==> src/rtl/dttf_pkg.sv <==
package dttf_pkg;

  localparam int unsigned ChW      = 8;
  localparam int unsigned IntW     = 31;
  localparam int unsigned FracW    = 32;
  localparam int unsigned FracPosW = 5;
  localparam int unsigned ValueW   = 64;

  typedef logic [ChW-1:0]      ch_t;
  typedef logic [IntW-1:0]     int_acc_t;
  typedef logic [FracW-1:0]    frac_acc_t;
  typedef logic [FracPosW-1:0] frac_pos_t;
  typedef logic signed [ValueW-1:0] value_t;

  // Character codes
  localparam ch_t CharNul   = 8'h00;
  localparam ch_t CharZero  = 8'h30;
  localparam ch_t CharNine  = 8'h39;
  localparam ch_t CharPoint = 8'h2E;
  localparam ch_t CharMinus = 8'h2D;

  // Fraction digits actually summed (1..19)
  localparam frac_pos_t FracDigits = 5'd10;

  localparam int_acc_t  IntMax  = {IntW{1'b1}};
  localparam frac_acc_t FracMax = {FracW{1'b1}};

  // floor(2^32 / 10^(k+1)), Q0.32; zero from the tenth place on
  function automatic frac_acc_t recip(input frac_pos_t k);
    frac_acc_t r;
    case (k)
      5'd0:    r = 32'd429496729;
      5'd1:    r = 32'd42949672;
      5'd2:    r = 32'd4294967;
      5'd3:    r = 32'd429496;
      5'd4:    r = 32'd42949;
      5'd5:    r = 32'd4294;
      5'd6:    r = 32'd429;
      5'd7:    r = 32'd42;
      5'd8:    r = 32'd4;
      default: r = '0;
    endcase
    return r;
  endfunction

endpackage

==> src/rtl/dttf_in_if.sv <==
interface dttf_in_if;
  logic          valid;
  logic          ready;
  dttf_pkg::ch_t ch;

  modport source (output valid, output ch, input ready);
  modport sink   (input valid, input ch, output ready);
endinterface

==> src/rtl/dttf_out_if.sv <==
interface dttf_out_if;
  logic             valid;
  logic             ready;
  dttf_pkg::value_t value;
  logic             overflow;

  modport source (output valid, output value, output overflow, input ready);
  modport sink   (input valid, input value, input overflow, output ready);
endinterface

==> src/rtl/decimal_text_to_fixed_parser.sv <==
// Decimal text to signed Q31.32 fixed-point parser.
// in_i carries one character byte per transfer. Digits before the first '.'
// build the integer part (saturating at 2^31-1, flagged by overflow); up to
// FracDigits digits after it add digit * floor(2^32/10^k). A leading '-'
// negates; every other character is ignored. A NUL byte ends the string and
// produces one transfer on out_o with value and overflow, then the parser
// state returns to its start-of-string values.
// Timing: a character is registered at the input and the accumulators
// update from the input register; for a NUL the result register is loaded
// from the accumulators as they clear, once the output register is free.
// Throughput: one character per cycle unless a NUL waits on a full output
// register; the x10 shift-add and 4x32 table multiply with add are combinational.
// Stall: while a result waits in the output register, non-NUL characters
// keep flowing; a following NUL waits in the input register until the
// result is taken, which then holds in_i.ready low.
// Reset (rst_ni low, asynchronous): both registers empty, accumulators
// cleared, parser at the start of a string.
module decimal_text_to_fixed_parser (
  input  logic       clk_i,
  input  logic       rst_ni,
  dttf_in_if.sink    in_i,
  dttf_out_if.source out_o
);

  // Input register
  logic          in_valid_q, in_valid_d;
  dttf_pkg::ch_t ch_q;

  // Parser state
  dttf_pkg::int_acc_t  int_acc_q, int_acc_d;
  dttf_pkg::frac_acc_t frac_acc_q, frac_acc_d;
  dttf_pkg::frac_pos_t frac_pos_q, frac_pos_d;
  logic in_fraction_q, in_fraction_d;
  logic is_negative_q, is_negative_d;
  logic at_first_q, at_first_d;
  logic sat_q, sat_d;

  // Result register
  logic             out_valid_q, out_valid_d;
  dttf_pkg::value_t value_q, value_d;
  logic             overflow_q;

  logic        is_nul, is_digit, fire, fire_nul, out_free;
  logic [3:0]  digit;
  logic [34:0] int_next;
  logic [35:0] frac_prod;
  logic [36:0] frac_sum;
  logic [63:0] mag;

  assign is_nul   = (ch_q == dttf_pkg::CharNul);
  assign out_free = !out_valid_q || out_o.ready;
  // a NUL needs a free result slot; anything else always proceeds
  assign fire     = in_valid_q && (!is_nul || out_free);
  assign fire_nul = fire && is_nul;

  assign in_i.ready = !in_valid_q || fire;
  assign in_valid_d = in_i.valid ? 1'b1 : (fire ? 1'b0 : in_valid_q);

  assign is_digit = (ch_q >= dttf_pkg::CharZero) && (ch_q <= dttf_pkg::CharNine);
  assign digit    = 4'(ch_q - dttf_pkg::CharZero);

  // x10 as (x << 3) + (x << 1)
  assign int_next  = {1'b0, int_acc_q, 3'b000} + {3'b000, int_acc_q, 1'b0}
                   + {31'd0, digit};
  assign frac_prod = 36'(digit) * 36'(dttf_pkg::recip(frac_pos_q));
  assign frac_sum  = {5'd0, frac_acc_q} + {1'b0, frac_prod};

  always_comb begin
    int_acc_d     = int_acc_q;
    frac_acc_d    = frac_acc_q;
    frac_pos_d    = frac_pos_q;
    in_fraction_d = in_fraction_q;
    is_negative_d = is_negative_q;
    at_first_d    = at_first_q;
    sat_d         = sat_q;
    if (fire) begin
      if (is_nul) begin
        int_acc_d     = '0;
        frac_acc_d    = '0;
        frac_pos_d    = '0;
        in_fraction_d = 1'b0;
        is_negative_d = 1'b0;
        at_first_d    = 1'b1;
        sat_d         = 1'b0;
      end else begin
        if (is_digit) begin
          if (!in_fraction_q) begin
            if (int_next > 35'(dttf_pkg::IntMax)) begin
              int_acc_d = dttf_pkg::IntMax;
              sat_d     = 1'b1;
            end else begin
              int_acc_d = int_next[30:0];
            end
          end else if (frac_pos_q < dttf_pkg::FracDigits) begin
            frac_acc_d = (frac_sum > 37'(dttf_pkg::FracMax)) ? dttf_pkg::FracMax
                                                             : frac_sum[31:0];
            frac_pos_d = frac_pos_q + 5'd1;
          end
        end else if (ch_q == dttf_pkg::CharPoint) begin
          in_fraction_d = 1'b1;
        end else if ((ch_q == dttf_pkg::CharMinus) && at_first_q) begin
          is_negative_d = 1'b1;
        end
        at_first_d = 1'b0;
      end
    end
  end

  // Result: magnitude int.frac, two's complement negate if '-' led
  assign mag         = {1'b0, int_acc_q, frac_acc_q};
  assign value_d     = is_negative_q ? -$signed(mag) : $signed(mag);
  assign out_valid_d = fire_nul ? 1'b1 : (out_o.ready ? 1'b0 : out_valid_q);

  always_ff @(posedge clk_i or negedge rst_ni) begin
    if (!rst_ni) begin
      in_valid_q    <= 1'b0;
      out_valid_q   <= 1'b0;
      int_acc_q     <= '0;
      frac_acc_q    <= '0;
      frac_pos_q    <= '0;
      in_fraction_q <= 1'b0;
      is_negative_q <= 1'b0;
      at_first_q    <= 1'b1;
      sat_q         <= 1'b0;
    end else begin
      in_valid_q    <= in_valid_d;
      out_valid_q   <= out_valid_d;
      int_acc_q     <= int_acc_d;
      frac_acc_q    <= frac_acc_d;
      frac_pos_q    <= frac_pos_d;
      in_fraction_q <= in_fraction_d;
      is_negative_q <= is_negative_d;
      at_first_q    <= at_first_d;
      sat_q         <= sat_d;
    end
  end

  always_ff @(posedge clk_i) begin
    if (in_i.ready && in_i.valid) begin
      ch_q <= in_i.ch;
    end
    if (fire_nul) begin
      value_q    <= value_d;
      overflow_q <= sat_q;
    end
  end

  assign out_o.valid    = out_valid_q;
  assign out_o.value    = value_q;
  assign out_o.overflow = overflow_q;

  // Assertions
  a_nul_loads_result: assert property (@(posedge clk_i) disable iff (!rst_ni)
    fire_nul |=> out_valid_q)
    else $error("NUL did not produce a result");

  a_frac_pos_bound: assert property (@(posedge clk_i) disable iff (!rst_ni)
    frac_pos_q <= dttf_pkg::FracDigits)
    else $error("fraction position past limit");

  a_frac_only_after_point: assert property (@(posedge clk_i) disable iff (!rst_ni)
    !in_fraction_q |-> (frac_acc_q == '0 && frac_pos_q == '0))
    else $error("fraction accumulated before point");

  a_sat_holds_max: assert property (@(posedge clk_i) disable iff (!rst_ni)
    sat_q |-> int_acc_q == dttf_pkg::IntMax)
    else $error("saturation flag without saturated integer");

  a_start_clean: assert property (@(posedge clk_i) disable iff (!rst_ni)
    at_first_q |-> (!is_negative_q && !in_fraction_q && !sat_q && int_acc_q == '0))
    else $error("state not clear at start of string");

endmodule

==> src/flat_wrapper.sv <==
// flat-port wrapper written by rule: the top's interface ports become plain ports
module decimal_text_to_fixed_parser_flat 
  (clk_i, rst_ni, in_i_valid, in_i_ch, in_i_ready, out_o_valid, out_o_value, out_o_overflow, out_o_ready);
  dttf_in_if in_i_i ();
  dttf_out_if out_o_i ();
  input  logic clk_i;
  input  logic rst_ni;
  input wire logic [$bits(in_i_i.valid)-1:0] in_i_valid;
  input wire logic [$bits(in_i_i.ch)-1:0] in_i_ch;
  output wire logic [$bits(in_i_i.ready)-1:0] in_i_ready;
  output wire logic [$bits(out_o_i.valid)-1:0] out_o_valid;
  output wire logic [$bits(out_o_i.value)-1:0] out_o_value;
  output wire logic [$bits(out_o_i.overflow)-1:0] out_o_overflow;
  input wire logic [$bits(out_o_i.ready)-1:0] out_o_ready;
  assign in_i_i.valid = in_i_valid;
  assign in_i_i.ch = in_i_ch;
  assign in_i_ready = in_i_i.ready;
  assign out_o_valid = out_o_i.valid;
  assign out_o_value = out_o_i.value;
  assign out_o_overflow = out_o_i.overflow;
  assign out_o_i.ready = out_o_ready;
  decimal_text_to_fixed_parser u_core (.clk_i(clk_i), .rst_ni(rst_ni), .in_i(in_i_i), .out_o(out_o_i));
endmodule
==> config.mk <==
export PLATFORM = sky130hd
export DESIGN_NAME = decimal_text_to_fixed_parser_flat
export DESIGN_NICKNAME = d
export VERILOG_FILES = /design/src/rtl/dttf_pkg.sv /design/src/rtl/dttf_in_if.sv /design/src/rtl/dttf_out_if.sv /design/src/rtl/decimal_text_to_fixed_parser.sv /design/src/flat_wrapper.sv
export SDC_FILE = /design/constraint.sdc
export NUM_CORES = 1
export LEC_CHECK = 0
export BUFFER_PORTS_ARGS = -buffer_cell sky130_fd_sc_hd__buf_2
export CAP_MARGIN = 20
export CORE_MARGIN = 4
export CORE_UTILIZATION = 35
export DETAILED_ROUTE_END_ITERATION = 8
export GPL_ROUTABILITY_DRIVEN = 0
export GPL_TIMING_DRIVEN = 0
export PLACE_DENSITY = 0.49
export SLEW_MARGIN = 25
export SYNTH_ARGS = -nofsm -noshare
export SYNTH_HDL_FRONTEND = slang
export SYNTH_SLANG_ARGS = --single-unit
==> constraint.sdc <==
create_clock -name clk_i -period 13.8 [get_ports clk_i]
set_clock_uncertainty 0.15 [all_clocks]
set_input_delay 2.07 -clock clk_i [delete_from_list [all_inputs] [get_ports clk_i]]
set_output_delay 2.07 -clock clk_i [all_outputs]
set_load 0.01 [all_outputs]
==> results of run 1 <==
[through the flow]
stage | std cells | hold WS, ns | power, mW | util
finish | 2069 | 0.327 | 1.86 | 0.398
floorplan | 1447 | 0.275 | 1.17 | -
global placement | 2036 | 0.314 | 1.38 | 0.381
detailed placement | 2037 | 0.312 | 1.39 | 0.382
global route | 2069 | 0.353 | 2.01 | 0.398
CTS | 2069 | 0.323 | 1.87 | 0.398
[worst reg2reg max path: stages, from the launching register on]
cell and delay [ns]:
sky130_fd_sc_hd__dfrtp_1 0.63, sky130_fd_sc_hd__clkinv_1 0.48, sky130_fd_sc_hd__ha_1 0.45, sky130_fd_sc_hd__nor2b_1 0.13, sky130_fd_sc_hd__a211oi_1 0.45, sky130_fd_sc_hd__and2_1 0.23, sky130_fd_sc_hd__fa_1 0.44, sky130_fd_sc_hd__fa_1 0.54
sky130_fd_sc_hd__inv_1 0.05, sky130_fd_sc_hd__fa_1 0.49, sky130_fd_sc_hd__inv_1 0.04, sky130_fd_sc_hd__ha_1 0.36, sky130_fd_sc_hd__and3_1 0.26, sky130_fd_sc_hd__nand3_1 0.17, sky130_fd_sc_hd__a2111o_1 0.52, sky130_fd_sc_hd__a211oi_1 0.61
sky130_fd_sc_hd__o211ai_1 0.23, sky130_fd_sc_hd__o31ai_1 0.75, sky130_fd_sc_hd__clkbuf_1 0.57, sky130_fd_sc_hd__a21oi_1 0.15, sky130_fd_sc_hd__a21o_2 0.21
[worst min-delay path by stage]
stage,start,endpoint,slack [ns],cells after the start
2_1_floorplan,u_core.sat_q,u_core.out_o.overflow,0.27,0
3_3_place_gp,u_core.in_valid_q,u_core.at_first_q,0.31,1
3_5_place_dp,u_core.in_valid_q,u_core.at_first_q,0.31,1
4_1_cts,u_core.in_valid_q,u_core.at_first_q,0.32,1
5_1_grt,u_core.in_valid_q,u_core.at_first_q,0.35,1
6_report,u_core.in_valid_q,u_core.at_first_q,0.33,1
[power breakdown]
part           switching (mW)  internal [mW]  total (mW)
sequential             0.0974          0.529       0.626
clock                   0.203          0.274       0.477
combinational           0.462          0.296       0.758
[cells in the mapped netlist, types with 11 or more instances]
cell type,n
sky130_fd_sc_hd__nor2_1,56
sky130_fd_sc_hd__xnor2_1,87
sky130_fd_sc_hd__o21ai_0,71
sky130_fd_sc_hd__ha_1,119
sky130_fd_sc_hd__and3_1,17
sky130_fd_sc_hd__a211oi_1,12
sky130_fd_sc_hd__a21o_1,22
sky130_fd_sc_hd__edfxtp_1,73
sky130_fd_sc_hd__and2_1,47
sky130_fd_sc_hd__a31oi_1,55
sky130_fd_sc_hd__nor3_1,20
sky130_fd_sc_hd__clkbuf_1,61
sky130_fd_sc_hd__or2_2,12
sky130_fd_sc_hd__inv_1,181
sky130_fd_sc_hd__o211ai_1,11
sky130_fd_sc_hd__dfrtp_1,73
sky130_fd_sc_hd__nand2b_1,13
sky130_fd_sc_hd__fa_1,78
sky130_fd_sc_hd__a21oi_1,128
sky130_fd_sc_hd__xor2_1,25
sky130_fd_sc_hd__o31ai_1,20
sky130_fd_sc_hd__or3_1,20
sky130_fd_sc_hd__nand3_1,26
sky130_fd_sc_hd__nand2_1,90
[kinds of logic after synthesis]
group | share of synthesized area
AO/OA/AOI/OAI | 0.186
XOR/XNOR | 0.0736
adder cells (fa/ha/maj) | 0.229
buffers and inverters | 0.0690
flip-flops | 0.303
multiplexers | 0.00150
AND/OR/NAND/NOR | 0.138
[state kept, by name, summed over array words and instances (netlist names)]
name	cells
u_core.in_fraction_q	1
u_core.ch_q	8
u_core.out_o.overflow	1
u_core.is_negative_q	1
u_core.in_valid_q	1
u_core.int_acc_q	31
u_core.frac_pos_q	5
u_core.at_first_q	1
u_core.out_o.valid	1
u_core.frac_acc_q	32
u_core.out_o.value	64
u_core.sat_q	1
[metal layers]
layer	vias to the layer above	share of wire	wire length (um)	track usage
li1	5277	-	-	-
met1	5300	0.49	19100	0.281
met2	269	0.43	17000	0.291
met3	37	0.054	2100	0.0394
met4	0	0.020	791	0.0511
met5	-	0	0	0
[area by class of cell]
| cell class | instances | share of cell area |
|---|---|---|
| well taps | 511 | 0.0427 |
| flip-flops and latches | 147 | 0.270 |
| repair buffers | 79 | 0.0275 |
| clock buffers | 19 | 0.0295 |
| plain buffers | 61 | 0.0153 |
| multi-input cells | 1055 | 0.559 |
| inverters | 184 | 0.0464 |
| clock inverters | 13 | 0.00985 |
==> metrics list, run 1 <==
- The flow ran to the end, and the final reports show no timing, DRC or antenna violations.
- Number of rows in the core area: between 70 and 80
* Setup Viol. Count Final: 0
* Levels on crit path: 20
* Core region area: ~38000 um^2
- Die Y-Extent: approximately 200 um
- In the routed design, unresolved DRC markers number 0.
* Average size of a mapped cell: between 9 and 10 um^2
* Number of placed I/O pins: 79
- Worst setup path category: reg2reg
- Sinks on Clock Net: around 150
- Effective utilization at floorplan: 0.354
* Clock tree from TritonCTS: built
- In this run, post-CTS repair resized a total of 0 instances.
- Summed over all nets, the half-perimeter wirelength after detailed placement is between 30000 and 40000 um.
- Entering global routing, the biggest net connects 72 pins.
- Derived from the worst setup path, the maximum achievable clock frequency is between 100 and 150 MHz.
- Fill cells: roughly 3900
* Die Width: just over 200 um
- In the final timing run, aggregate negative setup slack is 0 ns.
- The cell count after synthesis came out at approximately 1400.
- The area growth from synthesis to layout is 12.4%.
- CP peak stage delay: between 0.7 and 0.8 ns
* Worst-path cell chain: clkinv_1 > ha_1 > nor2b_1 > a211oi_1 > and2_1 > fa_1 > fa_1 > inv_1 > fa_1 > inv_1 > ha_1 > and3_1 > nand3_1 > a2111o_1 > a211oi_1 > o211ai_1 > o31ai_1 > clkbuf_1 > a21oi_1 > a21o_2
- Headroom to the max-slew limit: 0.281
* Hold buffers post-CTS: 0
* Deepest clock path buffer count: 2
* Endpoint arrival time on the critical path: ~8 ns
* Largest cells by area after synthesis: sky130_fd_sc_hd__edfxtp_1 16%, sky130_fd_sc_hd__dfrtp_1 14%, sky130_fd_sc_hd__fa_1 12%
- Hold crit path type: reg2reg
* Biggest area consumer among synthesized cells: sky130_fd_sc_hd__edfxtp_1
- Global-route wire length before repair: about 62000 um
- Global Route Usage Sum: 0.192
* Setup slack, reg-to-reg: ~5.8 ns
- For this design the ratio of total power to cell area is around 120 nW/um^2.
* Mean number of vias per cell: 5.26
* H-tree depth: 4
- The number of setup buffers added after CTS is 0.
- The smallest clock period supported by the final layout is computed as 8.00 ns.
- The library cells used most frequently in the layout, excluding fill and tap cells, are 181 x sky130_fd_sc_hd__inv_1, 128 x sky130_fd_sc_hd__a21oi_1, 119 x sky130_fd_sc_hd__ha_1.
- Vias: 10900
* Total length of routed wires: between 30000 and 40000 um
* Share of layout cells above drive strength 1: 0.0911
- Buffers & Inverters on Critical Path: 4
- In this run the worst setup path begins at u_core.frac_pos_q[0].
- The net count of the finished layout is around 1800.
- Pre-CTS worst setup slack: between 5 and 6 ns
- The worst register-to-register path has a depth of 20.
* Startpoint types: register
- Among all flip-flop cells after synthesis, the most frequent one is sky130_fd_sc_hd__edfxtp_1.
- The final-report hold violation count came to 0.
- The cell area that synthesis handed to floorplanning was between 10000 and 15000 um^2.
- Transition time of the tightest slew-check pin: between 1 and 1.5 ns
* Number of antenna-violating nets in the routed design: 0
* End point of the critical path: u_core.frac_acc_q[15]
- Die footprint: 41300 um^2
- Synthesis inferred around 150 register bits.
* Maximum fanout along the worst path: 13
* Asr flop ratio synth: 0.503
* Count of port buffers added during placement: 78
* Most common cell after layout, fill and taps aside: sky130_fd_sc_hd__inv_1
- For this block, the initial DRC count from the detailed router was 835.
* Vias in the first global route: approximately 11000
- Static Leakage: about 6.8 nW
- CP Capture Type: register
- Data on the critical path is required at its endpoint by 13.99 ns.
- Max-slew violation count: 0
- Slowest CP cell: sky130_fd_sc_hd__o31ai_1
* Sequential-to-total area share from yosys stat: 0.303
- Clock latency on the worst-skew pair, taken at its later pin, is about 0.45 ns.
- The first detailed-routing pass ran for 5 iterations.
- Dividing the detail-routed wire length by the instance count gives approximately 19 um.
- Footprint of the multi-input gates: 8380 um^2
- Top delay family on crit path: compound AO/OA/AOI/OAI gates
- The share of synthesized area in the top cell type comes to 0.164.
* Number of synthesis warnings: 0
* Clock input transition at the sequential cells of the worst setup and hold paths: 0.07 ns
- IR analysis of the VDD net gives a maximum drop of 104 uV.
* Placed Instance Area: 14400 um^2
- Summing all non-filler instances in the final layout gives an area of ~15000 um^2.
- Sum of overflow across all layers after global routing: 0
- Maximum capacitance violations: 0
- Setup repair after global routing left no endpoint under its margin.
- The netlist uses 70 different library cells.
* Number of antenna violations at the first check in global routing: 0
- Number of nets produced by synthesis: ~1700
- Clock tree root driver cell: sky130_fd_sc_hd__clkbuf_16
- Cts bufs inserted: 17
- Sequential Area: ~4000 um^2
* Worst r2r dst: u_core.frac_acc_q[15]
* Diodes inserted: 0
- Dividing the final minimum period by the clock period gives 0.580.
* Reg2Reg Launch Point: u_core.frac_pos_q[0]
* Minimum setup slack in the final design: 5.80 ns
- Post-synth EDFFs: 73
- Critical Path Most Common Cell: sky130_fd_sc_hd__fa_1
Note: power is estimated with default switching activity, not from simulation.
==> run 2, diff against run 1 <==
Clock period 13.8 ns to 7.55 ns, I/O delays scaled along.
==> metrics list, run 2 (synthesized netlist as in run 1, its figures left out) <==
- Status: complete, no violations (unchanged)
- Utilization after layout: 0.399 (was 0.398)
- Routed wl met3: 2160 um (was 2100 um)
* Diodes inserted: 0 (unchanged)
* Detail-routed net length per standard cell: 18.8 um (about the same)
* Clock input transition at the sequential cells of the worst setup and hold paths: 0.07 ns (about the same)
* Pre-CTS worst setup slack: -0.592 ns (was 5.66 ns)
- The endpoint of the worst setup timing path was u_core.frac_acc_q[30] (was u_core.frac_acc_q[15]).
* Headroom to the max-slew limit: 0.332 (was 0.281)
* Top layer used by detailed routing: met4 (unchanged)
- Deepest clock path buffer count: 2 (unchanged)
* Sinks on Clock Net: 147 (unchanged)
- Global-route wire length before repair: 62400 um (about the same)
* Worst-skew pair later-pin latency: 0.44 ns (was 0.45 ns)
- The slew of the pin with the lowest slew margin came to 0.976 ns (was 1.05 ns).
- Number of buffers inserted to repair setup after CTS: 0 (unchanged)
* Worst r2r dst: u_core.frac_acc_q[30] (was u_core.frac_acc_q[15])
* Maximum capacitance violations: 0 (unchanged)
* Area added between synthesis and finish: 12.8% (was 12.4%)
- The largest net degree at the start of global routing came to 72 (unchanged).
- Number of antenna-violating nets in the routed design: 0 (unchanged)
- Hold violation total from the final report: 0 (unchanged)
- Critical Path RT: 7.74 ns (was 13.99 ns)
- Sum of overflow across all layers after global routing: 0 (unchanged)
- Startpoint types: register (unchanged)
* Total length of routed wires: 39000 um (about the same)
- The total number of vias is 10900 (about the same).
* Top library cells by usage in the layout, fill and taps aside: 181 x sky130_fd_sc_hd__inv_1, 128 x sky130_fd_sc_hd__a21oi_1, 119 x sky130_fd_sc_hd__ha_1 (unchanged)
- The number of rows created at floorplan was 71 (unchanged).
* Shortest period the worst path allows: 7.13 ns (was 8.00 ns)
* Cts bufs inserted: 17 (unchanged)
- Die footprint: 41300 um^2 (unchanged)
- The depth of the CTS H-tree came to 4 (unchanged).
- The aggregate negative setup slack came to 0 ns (unchanged).
* Post-route DRC violation count: 0 (unchanged)
* Clock tree from TritonCTS: built (unchanged)
- The vertical die dimension is 203 um (unchanged).
* Minimum setup slack in the final design: 0.422 ns (was 5.80 ns)
* Areal power density over the cells: 226 nW/um^2 (was 124 nW/um^2)
- The worst setup path startpoint was u_core.frac_pos_q[1] (was u_core.frac_pos_q[0]).
- The beginning of the worst register-to-register path is u_core.frac_pos_q[1] (was u_core.frac_pos_q[0]).
* Amount of wire on met2 after detailed routing: 16900 um (was 17000 um)
- CP Capture Type: register (unchanged)
- The root cell of the clock tree was sky130_fd_sc_hd__clkbuf_16 (unchanged).
- The horizontal die dimension is 203 um (unchanged).
- The DRC marker count from the first detailed-route iteration is 833 (was 835).
- Max-slew violation count: 0 (unchanged)
* Post-DP HPWL: 31100 um (unchanged)
- The wire length on met1 was 19100 um (about the same).
* DRT Pass-1 Iters: 5 (unchanged)
* Effective utilization at floorplan: 0.354 (unchanged)
- Worst R2R Path Depth: 21 (was 20)
- The core area is 37700 um^2 (unchanged).
* Period utilisation layout: 0.944 (was 0.580)
- The share of post-route cells with drive strength above 1 was 0.0976 (was 0.0911).
* Endpoint arrival time on the critical path: 7.32 ns (was 8.19 ns)
- Static Leakage: 6.86 nW (was 6.85 nW)
- Final net count: 1754 (unchanged)
* Mean number of vias per cell: 5.27 (was 5.26)
* Maximum clock frequency: 140 MHz (was 125 MHz)
- The worst-path maximum fanout is 10 (was 13).
- The port buffer count is 78 (unchanged).
* Global Route Usage Sum: 0.192 (about the same)
* Unrepaired setup endpoints after global routing: false (unchanged)
* Flip-flop count of the largest register after layout: 64 (unchanged)
- Setup Viol. Count Final: 0 (unchanged)
- Hold crit path type: reg2reg (unchanged)
- The via count of the first global-routing pass is 10900 (about the same).
- Most common cell after layout, fill and taps aside: sky130_fd_sc_hd__inv_1 (unchanged)
- Power, Total: 3.40 mW (was 1.86 mW)
- Setup slack, reg-to-reg: 0.42 ns (was 5.80 ns)
- The initial antenna violation count was 0 (unchanged).
- Worst setup path category: reg2reg (unchanged)
* Number of placed I/O pins: 79 (unchanged)
- VDD IR max: 190 uV (was 104 uV)
* Fill cells: 3873 (was 3888)
run 2: cell types whose count changed in the layout (fill, tap and decap cells not counted), sizes merged:
cell | before | now
clkinv | 7 | 6
clkinvlp | 2 | 3
run 2: stage by stage:
stage	instance area, um^2	cells	hold slack, ns
6_report	15000	2069	0.327
3_3_place_gp	14400	2036	0.314
2_1_floorplan	13300	1447	0.275
3_5_place_dp	14400	2037	0.312
4_1_cts	15000	2069	0.323
5_1_grt	15000	2069	0.353
run 2: worst min path at each step:
stage / start / end / slack (ns) / cells after the start
finish: u_core.in_valid_q / u_core.at_first_q / 0.33 / 1
global route: u_core.in_valid_q / u_core.at_first_q / 0.35 / 1
CTS: u_core.in_valid_q / u_core.at_first_q / 0.32 / 1
detailed placement: u_core.in_valid_q / u_core.at_first_q / 0.31 / 1
global placement: u_core.in_valid_q / u_core.at_first_q / 0.31 / 1
floorplan: u_core.sat_q / u_core.out_o.overflow / 0.27 / 0
run 2: report_power, final:
part           internal [mW]  switching [mW]
combinational          0.543           0.846
clock                  0.501           0.369
sequential             0.967           0.178
total                   2.01            1.39
run 2: critical path, cell delays in order, from the launching register on:
cell and delay (ns):
sky130_fd_sc_hd__dfrtp_1 0.40, sky130_fd_sc_hd__clkbuf_1 0.39, sky130_fd_sc_hd__inv_1 0.21, sky130_fd_sc_hd__ha_1 0.33
sky130_fd_sc_hd__nor2b_1 0.13, sky130_fd_sc_hd__a211oi_1 0.45, sky130_fd_sc_hd__and2_1 0.23, sky130_fd_sc_hd__fa_1 0.44
sky130_fd_sc_hd__fa_1 0.54, sky130_fd_sc_hd__inv_1 0.05, sky130_fd_sc_hd__fa_1 0.49, sky130_fd_sc_hd__inv_1 0.04
sky130_fd_sc_hd__ha_1 0.36, sky130_fd_sc_hd__and3_1 0.26, sky130_fd_sc_hd__nand3_1 0.17, sky130_fd_sc_hd__a2111o_1 0.53
sky130_fd_sc_hd__a2111oi_0 0.93, sky130_fd_sc_hd__o21ai_0 0.22, sky130_fd_sc_hd__a21oi_1 0.26, sky130_fd_sc_hd__xnor2_1 0.17
sky130_fd_sc_hd__a21oi_1 0.09, sky130_fd_sc_hd__a21o_1 0.17
run 2: what timing repair did:
action | 4_1_cts | 5_1_grt
resized for setup | 6 | 7
setup endpoints to repair | 32 | 32
hold buffers | 0 | 0
run 2: layout make-up:
cell class              instances  area (um^2)  share of cell area
clock inverters                13          148             0.00982
plain buffers                  61          233              0.0155
flip-flops and latches        147         4050               0.269
inverters                     184          699              0.0465
well taps                     511          639              0.0425
multi-input cells            1055         8420               0.560
repair buffers                 79          413              0.0275
clock buffers                  19          443              0.0295
run 2: layer usage:
layer,GRT usage,vias to the layer above
met5,0,-
met4,0.0511,0
met3,0.0394,39
met2,0.291,277
met1,0.282,5304
li1,-,5282
==> run 3, diff against run 2 <==
Settings changed: CORE_MARGIN 4 to default, CTS_BUF_LIST from default to sky130_fd_sc_hd__clkbuf_4 sky130_fd_sc_hd__clkbuf_8, PLACE_DENSITY 0.49 to 0.58.
==> metrics list, run 3 (synthesized netlist as in run 1, its figures left out) <==
- Status: complete, no violations (unchanged)
* Iteration-0 DRC count of the detailed router: 851 (was 833)
- Share of layout cells above drive strength 1: 0.0969 (was 0.0976)
- Mean number of vias per cell: 5.27 (about the same)
* Areal power density over the cells: 212 nW/um^2 (was 226 nW/um^2)
- The routed wire length per instance is 18.1 um (was 18.8 um).
- The worst min-delay path category is reg2reg (unchanged).
- The clock net sink count came to 147 (unchanged).
- The area overhead of the layout relative to synthesis came to 11.2% (was 12.8%).
- The data arrival time of the critical path came to 7.46 ns (was 7.32 ns).
* Number of cells in the design after placement: 2037 (unchanged)
* Period utilisation layout: 0.956 (was 0.944)
- Minimum setup slack in the final design: 0.333 ns (was 0.422 ns)
* Total length of routed wires: 37400 um (was 39000 um)
* Cts bufs inserted: 17 (unchanged)
* Number of buffers inserted to repair setup after CTS: 0 (unchanged)
* Top delay family on crit path: compound AO/OA/AOI/OAI gates (unchanged)
* Die Y-Extent: 197 um (was 203 um)
- Clock tree root driver cell: sky130_fd_sc_hd__clkbuf_8 (was sky130_fd_sc_hd__clkbuf_16)
* Setup slack, reg-to-reg: 0.33 ns (was 0.42 ns)
- The end-of-flow core utilization came to 0.395 (was 0.399).
- The max-slew headroom at the worst pin is 0.221 (was 0.332).
- Power, Total: 3.14 mW (was 3.40 mW)
* Final net count: 1754 (unchanged)
- Critical Path RT: 7.79 ns (was 7.74 ns)
- Footprint of the multi-input gates: 8410 um^2 (was 8420 um^2)
- The residual overflow from global routing was 0 (unchanged).
- Hold violation total from the final report: 0 (unchanged)
- Flip-flop count of the largest register after layout: 64 (unchanged)
* Sequential Area: 4050 um^2 (about the same)
* H-tree depth: 4 (unchanged)
- The critical path start-end classification is reg2reg (unchanged).
- The number of rows created at floorplan is 71 (unchanged).
* Maximum fanout along the worst path: 13 (was 10)
- The deepest clock path buffer count was 2 (unchanged).
- The total number of vias was 10900 (about the same).
* Unrepaired setup endpoints after global routing: false (unchanged)
- Clock input transition at the sequential cells of the worst setup and hold paths: 0.09 ns (was 0.07 ns)
- The die area was 38900 um^2 (was 41300 um^2).
- Maximum clock frequency: 139 MHz (was 140 MHz)
- The final critical-path required period is 7.22 ns (was 7.13 ns).
* Static Leakage: 6.76 nW (was 6.86 nW)
* Number of cells in the finished layout apart from fillers: 2069 (unchanged)
* Post-route DRC violation count: 0 (unchanged)
- Pre-CTS worst setup slack: -0.471 ns (was -0.592 ns)
- DRT Pass-1 Iters: 5 (unchanged)
* Maximum capacitance violations: 0 (unchanged)
* Number of antenna violations at the first check in global routing: 2 (was 0)
- Number of antenna-violating nets in the routed design: 0 (unchanged)
- The startpoint kind of the worst setup timing path is a register (unchanged).
* CP peak stage delay: 1.03 ns (was 0.93 ns)
- Setup_tns: 0 ns (unchanged)
* Buffers & Inverters on Critical Path: 3 (was 4)
* Global Route Usage Sum: 0.201 (was 0.192)
- Worst-skew pair later-pin latency: 0.51 ns (was 0.44 ns)
- Top library cells by usage in the layout, fill and taps aside: 181 x sky130_fd_sc_hd__inv_1, 128 x sky130_fd_sc_hd__a21oi_1, 119 x sky130_fd_sc_hd__ha_1 (unchanged)
* Vias in the first global route: 10900 (about the same)
- Most common cell after layout, fill and taps aside: sky130_fd_sc_hd__inv_1 (unchanged)
- Die Width: 197 um (was 203 um)
- Effective utilization at floorplan: 0.355 (was 0.354)
* Global-route wire length before repair: 60100 um (was 62400 um)
- Count of port buffers added during placement: 78 (unchanged)
- Worst-path cell chain: clkinvlp_4 > ha_1 > and3_1 > and2_1 > or2_2 > fa_1 > fa_1 > inv_1 > fa_1 > inv_1 > ha_1 > and3_1 > nand3_1 > a2111o_1 > a2111oi_0 > o21ai_0 > a21oi_1 > xnor2_1 > a21oi_1 > a21o_1 (was clkbuf_1 > inv_1 > ha_1 > nor2b_1 > a211oi_1 > and2_1 > fa_1 > fa_1 > inv_1 > fa_1 > inv_1 > ha_1 > and3_1 > nand3_1 > a2111o_1 > a2111oi_0 > o21ai_0 > a21oi_1 > xnor2_1 > a21oi_1 > a21o_1)
- Critical Path Most Common Cell: sky130_fd_sc_hd__fa_1
* Core region area: 37600 um^2 (was 37700 um^2)
- Fill cells: 3795 (was 3873)
* VDD IR max: 114 uV (was 190 uV)
* Transition time of the tightest slew-check pin: 1.14 ns (was 0.976 ns)
- Post-DP HPWL: 29100 um (was 31100 um)
- CP Capture Type: register (unchanged)
- The cell with the largest stage delay on the worst path is sky130_fd_sc_hd__a2111oi_0 (unchanged).
- Max-slew violation count: 0 (unchanged)
- The count of antenna diodes in the layout came to 0 (unchanged).
- Number of placed I/O pins: 79 (unchanged)
- Clock tree from TritonCTS: built (unchanged)
- The largest net degree at the start of global routing is 72 (unchanged).
- The final setup violation count was 0 (unchanged).
[run 3: metal layers]
metal,global-route usage,up-vias,part of all wire
met2,0.312,287,0.44
met5,0,-,0.00021
li1,-,5273,-
met3,0.0362,49,0.055
met1,0.286,5283,0.48
met4,0.0534,2,0.020
[run 3: path summary, 6_finish.rpt]
path                                    endpoint  depth (start not counted)                 start
min reg2reg                    u_core.at_first_q                          1     u_core.in_valid_q
min in group asynchronous   u_core.int_acc_q[16]                          1                rst_ni
min                            u_core.at_first_q                          1     u_core.in_valid_q
max in group asynchronous  u_core.frac_acc_q[19]                          2                rst_ni
max reg2reg                u_core.frac_acc_q[30]                         20  u_core.frac_pos_q[0]
max                        u_core.frac_acc_q[30]                         20  u_core.frac_pos_q[0]
[run 3: metrics by stage]
step           hold slack [ns]  area [um^2]
2_1_floorplan            0.275        13300
3_3_place_gp             0.316        14400
3_5_place_dp             0.319        14400
4_1_cts                  0.337        14800
5_1_grt                  0.348        14800
6_report                 0.334        14800
[run 3: power breakdown]
part | switching [mW] | leakage, nW | internal, mW
Combinational | 0.829 | 4.97 | 0.546
Sequential | 0.160 | 1.60 | 0.966
Clock | 0.372 | 0.186 | 0.269
[run 3: layout make-up]
type	instances	area share
multi-input cells	1055	0.567
well taps	511	0.0431
inverters	184	0.0472
plain buffers	61	0.0157
clock buffers	17	0.0158
flip-flops and latches	147	0.273
repair buffers	79	0.0284
clock inverters	15	0.00979
[run 3: what timing repair did]
action                     4_1_cts  5_1_grt
cloned                           0        0
hold buffers                     0        0
setup endpoints to repair       32       31
resized for setup                6        6
